==> src/hw/rtl/lsd_pkg.sv <==
package lsd_pkg;

  localparam int unsigned KeyW     = 31;
  localparam int unsigned Radix    = 10;
  localparam int unsigned DigitW   = 4;
  localparam int unsigned MaxItems = 64;

  localparam logic [31:0] Recip10 = 32'hCCCC_CCCD;

  typedef struct packed {
    logic [KeyW-1:0] key;
    logic [KeyW-1:0] q;
  } entry_t;

  typedef struct packed {
    logic            valid;
    logic [KeyW-1:0] key;
    logic [KeyW-1:0] q;
  } dig_req_t;

  typedef struct packed {
    logic              valid;
    logic [KeyW-1:0]   key;
    logic [KeyW-1:0]   quot;
    logic [DigitW-1:0] digit;
  } dig_rsp_t;

endpackage

==> src/hw/rtl/lsd_mem.sv <==
module lsd_mem #(
  parameter int unsigned Depth = lsd_pkg::MaxItems,
  parameter int unsigned AddrW = $clog2(lsd_pkg::MaxItems)
) (
  input  logic                 clk_i,
  input  logic                 we_i,
  input  logic [AddrW-1:0]     waddr_i,
  input  lsd_pkg::entry_t      wdata_i,
  input  logic [AddrW-1:0]     raddr_i,
  output lsd_pkg::entry_t      rdata_o
);
  import lsd_pkg::*;

  entry_t mem_q [Depth];
  entry_t rdata_q;

  always_ff @(posedge clk_i) begin
    if (we_i) begin
      mem_q[waddr_i] <= wdata_i;
    end
    rdata_q <= mem_q[raddr_i];
  end

  assign rdata_o = rdata_q;

endmodule

==> config.mk <==
export PLATFORM = sky130hd
export DESIGN_NAME = lsd_mem
export DESIGN_NICKNAME = d
export VERILOG_FILES = /design/src/hw/rtl/lsd_pkg.sv /design/src/hw/rtl/lsd_mem.sv
export SDC_FILE = /design/constraint.sdc
export NUM_CORES = 2
export LEC_CHECK = 0
export BUFFER_PORTS_ARGS = -buffer_cell sky130_fd_sc_hd__buf_2
export CAP_MARGIN = 20
export CORE_ASPECT_RATIO = 0.75
export CORE_UTILIZATION = 57
export CTS_CLUSTER_SIZE = 24
export DETAILED_ROUTE_END_ITERATION = 16
export PLACE_DENSITY = 0.76
export SLEW_MARGIN = 5
export SYNTH_ARGS = -nofsm -noshare
export SYNTH_HDL_FRONTEND = slang
export SYNTH_SLANG_ARGS = --single-unit
==> constraint.sdc <==
create_clock -name clk_i -period 5.78 [get_ports clk_i]
set_input_delay 0.289 -clock clk_i [delete_from_list [all_inputs] [get_ports clk_i]]
set_output_delay 0.289 -clock clk_i [all_outputs]
set_load 0.02 [all_outputs]
==> flow_summary.yaml <==
die:
  start_util_pct: 57.5
  dieArea_mm2: 0.268
  rows: 163
  num_io_pins: 138
  die_width_um: 598
  dieHeight_um: 449
  core_area_mm2: 0.264
drt:
  drtIter0Drc: 12712
  viasPerCell: 6.96
  wl_per_cell_um: 36.9
  routed_wl_mm: 402
  drcViolationCount: 0
  dr.pass1.iters: 6
  vias: 75799
  postRouteAntennaNets: 0
global_routing:
  grt_max_degree: 146
  antenna_found_initial: 23
  grt_pass1_vias: 75459
  grt_usage_pct: 29.8
  grt_pass1_wl_mm: 559
  grt-ovfl-total: 0
cells_and_area:
  regArea_mm2: 0.120
  finalNetCount: 7122
  area_growth_pct: 12.3
  final_cell_area_mm2: 0.170
  multi_input_area_mm2: 0.0299
  fillers: 16377
  drive_gt1_share_pct: 26.4
yosys:
  syn_inst: 6650
  yosys_warnings: 0
  async_flop_share_pct: 0
  synthTopCellsByArea: "edfxtp_1 79%, mux4_2 13%, mux2i_1 1.5%, o22ai_1 0.99%, dfxtp_1 0.82%"
  synth_area_leader_cell: "edfxtp_1"
  synth_common_cells: "3968 x edfxtp_1, 855 x mux4_2, 241 x o22ai_1, 234 x mux2i_1, 137 x clkbuf_1"
  syn_area_mm2: 0.152
  synthAdderAreaFrac_pct: 0
  ys_seq_area_share_pct: 79.3
  synth_mux_area_share_pct: 15.0
  syn_area_per_cell_um2: 22.8
  synth_top_flop_cell: "edfxtp_1"
  synth_top_area_share_pct: 78.5
  synth_seq_cells: 4030
  synth_compound_area_share_pct: 3.10
  synth_edf_count: 3968
  synth_top_family_by_area: "multiplexers"
  synthXorXnorAreaFrac_pct: 0
  synthDistinctLibCells: 49
  synthSimpleGateAreaFrac_pct: 1.25
  syn_nets: 6726
  yosysMostFrequentCell: "edfxtp_1"
timing:
  hold_viol: 0
  period_needed_ns: 3.05
  final.setup.tns_ns: 0
  setup-violations-final: 0
  timing.hold.ws_ns: 0.0649
  finalCritPeriodShare_pct: 52.8
  relSlewSlack_pct: 16.7
  worstMarginPinSlew_ns: 1.24
  fin_skew_ns: 0.0453
  grt_setup_unrepaired: "false"
  max_freq_ghz: 0.328
  slew_violations: 0
pwr:
  peakVddDrop_v: 0.000228
  powerDensity_mw_per_mm2: 347
  leakage_nw: 53.1
place:
  dpl.hpwl_mm: 209
  post_dp_cell_area_mm2: 0.158
  io_buffers: 137
  gp_congestion: 0.819
clock_network:
  cts_post_setup_buffers_inserted: 0
  cts_tree: "built"
  cts_sinks: 4030
  cts_buffers: 360
  clk_latency_ns: 0.94
  cts.clk_slew.worst_paths_ns: 0.07
  h-tree-depth: 5
  clk_path_buf_depth: 4
  ctsResizeCount: 0
  cts_root_buf: "clkbuf_16"
  holdBufCountCts: 1
critical_path:
  crit_arrival_ns: 3.89
  worst_setup_path_end_kind: "flip-flop"
  path_class: "input pin to flip-flop"
  worst_setup_path_start_kind: "input pin"
  required_ns: 6.62
  critPathMaxFanout: 75
outcome:
  status: "complete, no violations"
min_path:
  min_path_type: "input pin to flip-flop"
job:
  cap_violations: 0
state kept, by name, indices dropped and copies added, names as in the netlist:
signal / count
mem_q: 3968
rdata_o: 62
routing by layer:
layer	wire length, um	track usage [%]
met5	123	0
met4	18300	12.0
met3	61200	9.55
met2	180000	43.7
met1	143000	42.0
power breakdown:
group	switching, W	internal, W
Clock	0.0104	0.0134
Sequential	0.000165	0.0323
Combinational	0.00185	0.00105
stage by stage:
| step | setup slack (ns) | utilization [%] | power, W | instances |
|---|---|---|---|---|
| 6_report | 2.73 | 64.6 | 0.0592 | 10891 |
| 3_5_place_dp | 2.00 | 59.8 | 0.0359 | 10162 |
| 4_1_cts | 2.95 | 64.2 | 0.0592 | 10811 |
| 3_3_place_gp | 2.03 | 59.8 | 0.0358 | 10159 |
| 5_1_grt | 2.88 | 64.6 | 0.0605 | 10882 |
| 2_1_floorplan | 0.222 | - | 0.0346 | 6650 |
logic make-up after synthesis:
logic type / count (synthesis)
AOI/OAI and AO/OA: 672
DFF: 4030
muxes: 1187
and+or+nand+nor: 376
buffers and inverters: 385
cell usage in the layout (no fill, tap or decap), types with 33 or more instances in the layout:
cell,instances
a221oi_1,33
nor2_4,64
buf_12,86
o221ai_1,64
buf_2,131
a22oi_1,95
mux2i_1,234
mux2_2,92
nand2_1,39
nor4_1,33
clkbuf_1,91
edfxtp_1,3968
clkinv_2,59
clkbuf_16,370
clkinv_1,51
dlygate4sd3_1,34
mux4_2,855
buf_4,157
dfxtp_1,62
nor2_1,40
o22ai_1,241
nor2b_1,53
o21ai_0,68
nand3_1,49
critical path, cell delays in order:
cell	delay [ns]
buf_8	0.52
buf_4	0.43
or3_2	0.57
buf_4	0.47
o22ai_1	0.16
nor4_1	1.05
a2bb2oi_1	0.20
area by class of cell:
type / instances / area share (%)
antenna: 12 / 0.0176
clock buffer: 484 / 5.82
clock inverter: 164 / 0.940
multi-input combinational: 2235 / 17.5
sequential: 4030 / 70.6
tap: 3547 / 2.60
timing repair buffer: 419 / 2.45
final timing paths:
path,startpoint,endpoint,slack [ns],cells past startpoint
setup / recovery,raddr_i[2],rdata_o[45],2.73,7
hold reg to reg,mem_q[60][27],rdata_o[27],0.81,4
hold / removal,wdata_i[2],mem_q[35][2],0.06,2
setup reg to reg,mem_q[56][61],rdata_o[61],3.57,5
(Power assumes the default switching activity.)
