[config.mk]
export PLATFORM = sky130hd
export DESIGN_NAME = lsd_digit
export DESIGN_NICKNAME = d
export VERILOG_FILES = /design/src/hw/rtl/lsd_pkg.sv /design/src/hw/rtl/lsd_digit.sv
export SDC_FILE = /design/constraint.sdc
export NUM_CORES = 1
export LEC_CHECK = 0
export ABC_AREA = 1
export BUFFER_PORTS_ARGS = -buffer_cell sky130_fd_sc_hd__buf_2
export CAP_MARGIN = 20
export CORE_UTILIZATION = 53
export DETAILED_ROUTE_END_ITERATION = 8
export HOLD_SLACK_MARGIN = 0.06
export PLACE_DENSITY = 0.78
export SKIP_LAST_GASP = 1
export SLEW_MARGIN = 5
export SYNTH_ARGS = -nofsm -noshare
export SYNTH_HDL_FRONTEND = slang
export SYNTH_SLANG_ARGS = --single-unit
[constraint.sdc]
create_clock -name clk_i -period 1.5 [get_ports clk_i]
set_input_delay 0.3 -clock clk_i [delete_from_list [all_inputs] [get_ports clk_i]]
set_output_delay 0.3 -clock clk_i [all_outputs]
set_load 0.03 [all_outputs]
[src/hw/rtl/lsd_pkg.sv]
package lsd_pkg;

  localparam int unsigned KeyW     = 31;
  localparam int unsigned Radix    = 10;
  localparam int unsigned DigitW   = 4;
  localparam int unsigned MaxItems = 64;

  localparam logic [31:0] Recip10 = 32'hCCCC_CCCD;

  typedef struct packed {
    logic [KeyW-1:0] key;
    logic [KeyW-1:0] q;
  } entry_t;

  typedef struct packed {
    logic            valid;
    logic [KeyW-1:0] key;
    logic [KeyW-1:0] q;
  } dig_req_t;

  typedef struct packed {
    logic              valid;
    logic [KeyW-1:0]   key;
    logic [KeyW-1:0]   quot;
    logic [DigitW-1:0] digit;
  } dig_rsp_t;

endpackage

[src/hw/rtl/lsd_digit.sv]
module lsd_digit (
  input  logic              clk_i,
  input  logic              rst_ni,
  input  lsd_pkg::dig_req_t req_i,
  output lsd_pkg::dig_rsp_t rsp_o
);
  import lsd_pkg::*;

  logic [62:0]     prod;
  logic            valid_q;
  logic [KeyW-1:0] key_q;
  logic [KeyW-1:0] q_q;
  logic [KeyW-1:0] quot_q;
  logic [KeyW-1:0] rem;

  assign prod = 63'(req_i.q) * 63'(Recip10);

  always_ff @(posedge clk_i or negedge rst_ni) begin
    if (!rst_ni) begin
      valid_q <= 1'b0;
    end else begin
      valid_q <= req_i.valid;
    end
  end

  always_ff @(posedge clk_i) begin
    key_q  <= req_i.key;
    q_q    <= req_i.q;
    quot_q <= KeyW'(prod[62:35]);
  end

  assign rem = q_q - ((quot_q << 3) + (quot_q << 1));

  assign rsp_o.valid = valid_q;
  assign rsp_o.key   = key_q;
  assign rsp_o.quot  = quot_q;
  assign rsp_o.digit = rem[DigitW-1:0];

endmodule

==> reports/metrics.csv <==
stage,metric,value,unit
clock_network,cts_max_level,3,
critical_path,critPathMostFrequentCell,fa_1,
critical_path,crit_fanout,4,
yosys,yosys.area.top_type,fa_1,
critical_path,crit_required,1.73,ns
yosys,async_flop_share,1.56,%
yosys,synth_top_family_by_area,adder cells,
clock_network,cts-buffers-inserted,9,
routing,ant_nets,0,
sta,clock.fmax,178,MHz
sta,rsz0062_at_grt,yes,
yosys,yosysWarningCount,0,
yosys,synthTopCellsByArea,"fa_1 (30%), ha_1 (25%), inv_1 (12%)",
sta,finalHoldViolCount,0,
placed_design,hpwlAfterDp,42400,µm
job,max_cap_violations,0,
placed_design,placedCellCount,2662,
yosys,syn_area_per_cell,8.07,µm²
floorplanning,initial_utilization,54.4,%
clock_network,path_clk_slew,0.05,ns
clock_network,root_buffer,clkbuf_16,
placed_design,gp_congestion,0.999,
routing,post_drt_wl_per_cell,18.1,µm
routing,vias,13900,
yosys,synth_compound_area_share,4.76,%
floorplanning,die_w,172,µm
final_layout,nets,2931,
clock_network,cts_tree,yes,
critical_path,worstSetupPathType,in2reg,
sta,min_period,5.60,ns
sta,min_period_over_period,374,%
floorplanning,row_count,61,
floorplanning,die_h,172,µm
yosys,synth_cell_types,32,
critical_path,critPathSlowestCell,fa_1,
floorplanning,pin_count,132,
floorplanning,die_area,0.0294,mm²
final_layout,drive_gt1_share,35.0,%
grt,grt_overflow,0,
min_path,holdPathStages,1,
routing,vias_per_cell,5.13,
outcome,status,"complete, but fails checks",
yosys,synthCells,1889,
grt,antenna_found_initial,0,
final_layout,utilization,74.3,%
critical_path,cp.arrival,5.83,ns
yosys,synth_top_area_share,30.3,%
yosys,synth-seq-cells,64,
grt,grt.total_usage,35.1,%
placed_design,port_buffers,128,
yosys,synth-edff-count,0,
yosys,ys.flop_type,dfxtp_1,
critical_path,worstSetupPathDepth,27,
outcome,violations,negative setup slack,
critical_path,startpoint_type,primary input,
sta,worst_slack,-4.10,ns
grt,grt_pass1_vias,14800,
routing,dr.pass1.iters,7,
min_path,min_path_type,in2reg,
yosys,ys_seq_area_share,8.44,%
sta,slew_viol_final,0,
yosys,synth-simple-area-share,16.9,%
final_layout,fillers,2039,
routing,drt_wl_total,49200,µm
yosys,synth_area,0.0152,mm²
final_layout,syn2layout_area_growth,36.6,%
routing,drtIter0Drc,893,
critical_path,worstSetupEndpointType,register,
final_layout,fin_cells,2715,
sta,setup_viol,32,
clock_network,cts.sinks,64,
floorplanning,core_area,0.0280,mm²
critical_path,crit_buf_inv,10,
grt,grt_start_max_net_pins,13,
critical_path,slowest_delay,0.53,ns
min_path,worstHoldStart,req_i[51],
routing,drcViolationCount,0,
yosys,synth-xor-area-share,1.90,%
yosys,yosys.area_share.adder,55.2,%
grt,grt_first_pass_wirelength,76600,µm
critical_path,crit_family,adder cells,
yosys,synth.area.mux_share,0,%
clock_network,cts-root-to-sink-buffers,2,
final_layout,antenna_cells,0,
min_path,hold_end,key_q[20],
cells in the mapped netlist (all sizes together), types with 2 or more instances:
| cell | count |
|---|---|
| xor2 | 17 |
| inv | 508 |
| nand4 | 12 |
| nand2 | 403 |
| o21bai | 8 |
| buf | 4 |
| nor2 | 129 |
| a21o | 6 |
| or2 | 2 |
| nand3 | 49 |
| o21ai | 42 |
| xnor2 | 16 |
| o21a | 2 |
| dfxtp | 63 |
| nor3 | 12 |
| fa | 231 |
| a21oi | 76 |
| ha | 303 |
routing by layer:
metal	track usage [%]	part of all wire [%]	wire, µm
met2	59.0	48	23400
met1	45.1	42	20500
met3	4.12	5.7	2810
met5	0	0	0
met4	16.6	5.1	2500
logic make-up after synthesis:
family                     after synthesis
xor gates and xnor gates                33
buffers and inverters                  514
DFF                                     64
AOI/OAI and AO/OA                      135
other                                    1
and+or+nand+nor                        608
adders and majority gates              534
worst max-delay path by stage:
stage,to,start
floorplan,quot_q[20],req_i[5]
global placement,quot_q[17],req_i[14]
detailed placement,quot_q[17],req_i[14]
CTS,quot_q[21],req_i[20]
global route,quot_q[21],req_i[20]
finish,quot_q[16],req_i[20]
through the flow:
stage	worst slack [ns]	cell area [µm²]	hold slack, ns	TNS [ns]
floorplan	-4.02	15600	0.00441	-110.45
global placement	-4.66	18700	0.0741	-126.54
detailed placement	-4.72	18700	0.0756	-128.28
CTS	-4.08	20400	0.0604	-113.75
global route	-4.33	20800	0.0607	-120.04
finish	-4.10	20800	0.0625	-114.40
layout make-up:
type	count	area (µm²)	area share [%]
multi-input cells	1313	13600	65.5
repair buffers	435	3130	15.0
inverters	509	1950	9.35
flip-flops and latches	64	1290	6.21
well taps	378	473	2.27
clock buffers	9	225	1.08
clock inverters	7	120	0.577
state kept, by name, indices dropped and copies added, names as in the netlist:
name and cells:
key_q 31, quot_q 28, valid_q 1, q_q 4
layout by cell type (no fill, tap or decap), types with 5 or more instances in the layout:
cell type and n:
nand2_2 85, fa_2 21, nand4_1 12, buf_2 117
nor3_2 10, ha_2 5, buf_6 18, nand2_4 18
o21ai_2 10, inv_1 440, o21ai_1 9, nor2_4 37
inv_4 8, a21oi_2 20, nand3_1 35, buf_4 276
fa_1 210, ha_4 38, nand3_2 12, o21bai_1 5
o21ai_0 21, ha_1 260, a21oi_4 14, dlygate4sd3_1 20
nand2_1 298, inv_2 59, dfxtp_1 59, clkbuf_16 9
a21o_1 6, nor2_2 25, xnor2_1 12, a21oi_1 42
xor2_1 15, nor2_1 67
what timing repair did:
item | 4_1_cts | 5_1_grt
buffers inserted | 11 | 6
hold buffers | 18 | 2
endpoints found under the setup margin | 32 | 32
resized for setup | 250 | 115
hold endpoints to repair | 18 | 2
pin swaps | 159 | 87
Power is not shown: default switching activity piles up to over one toggle a cycle in this logic, so the estimate is an artifact.
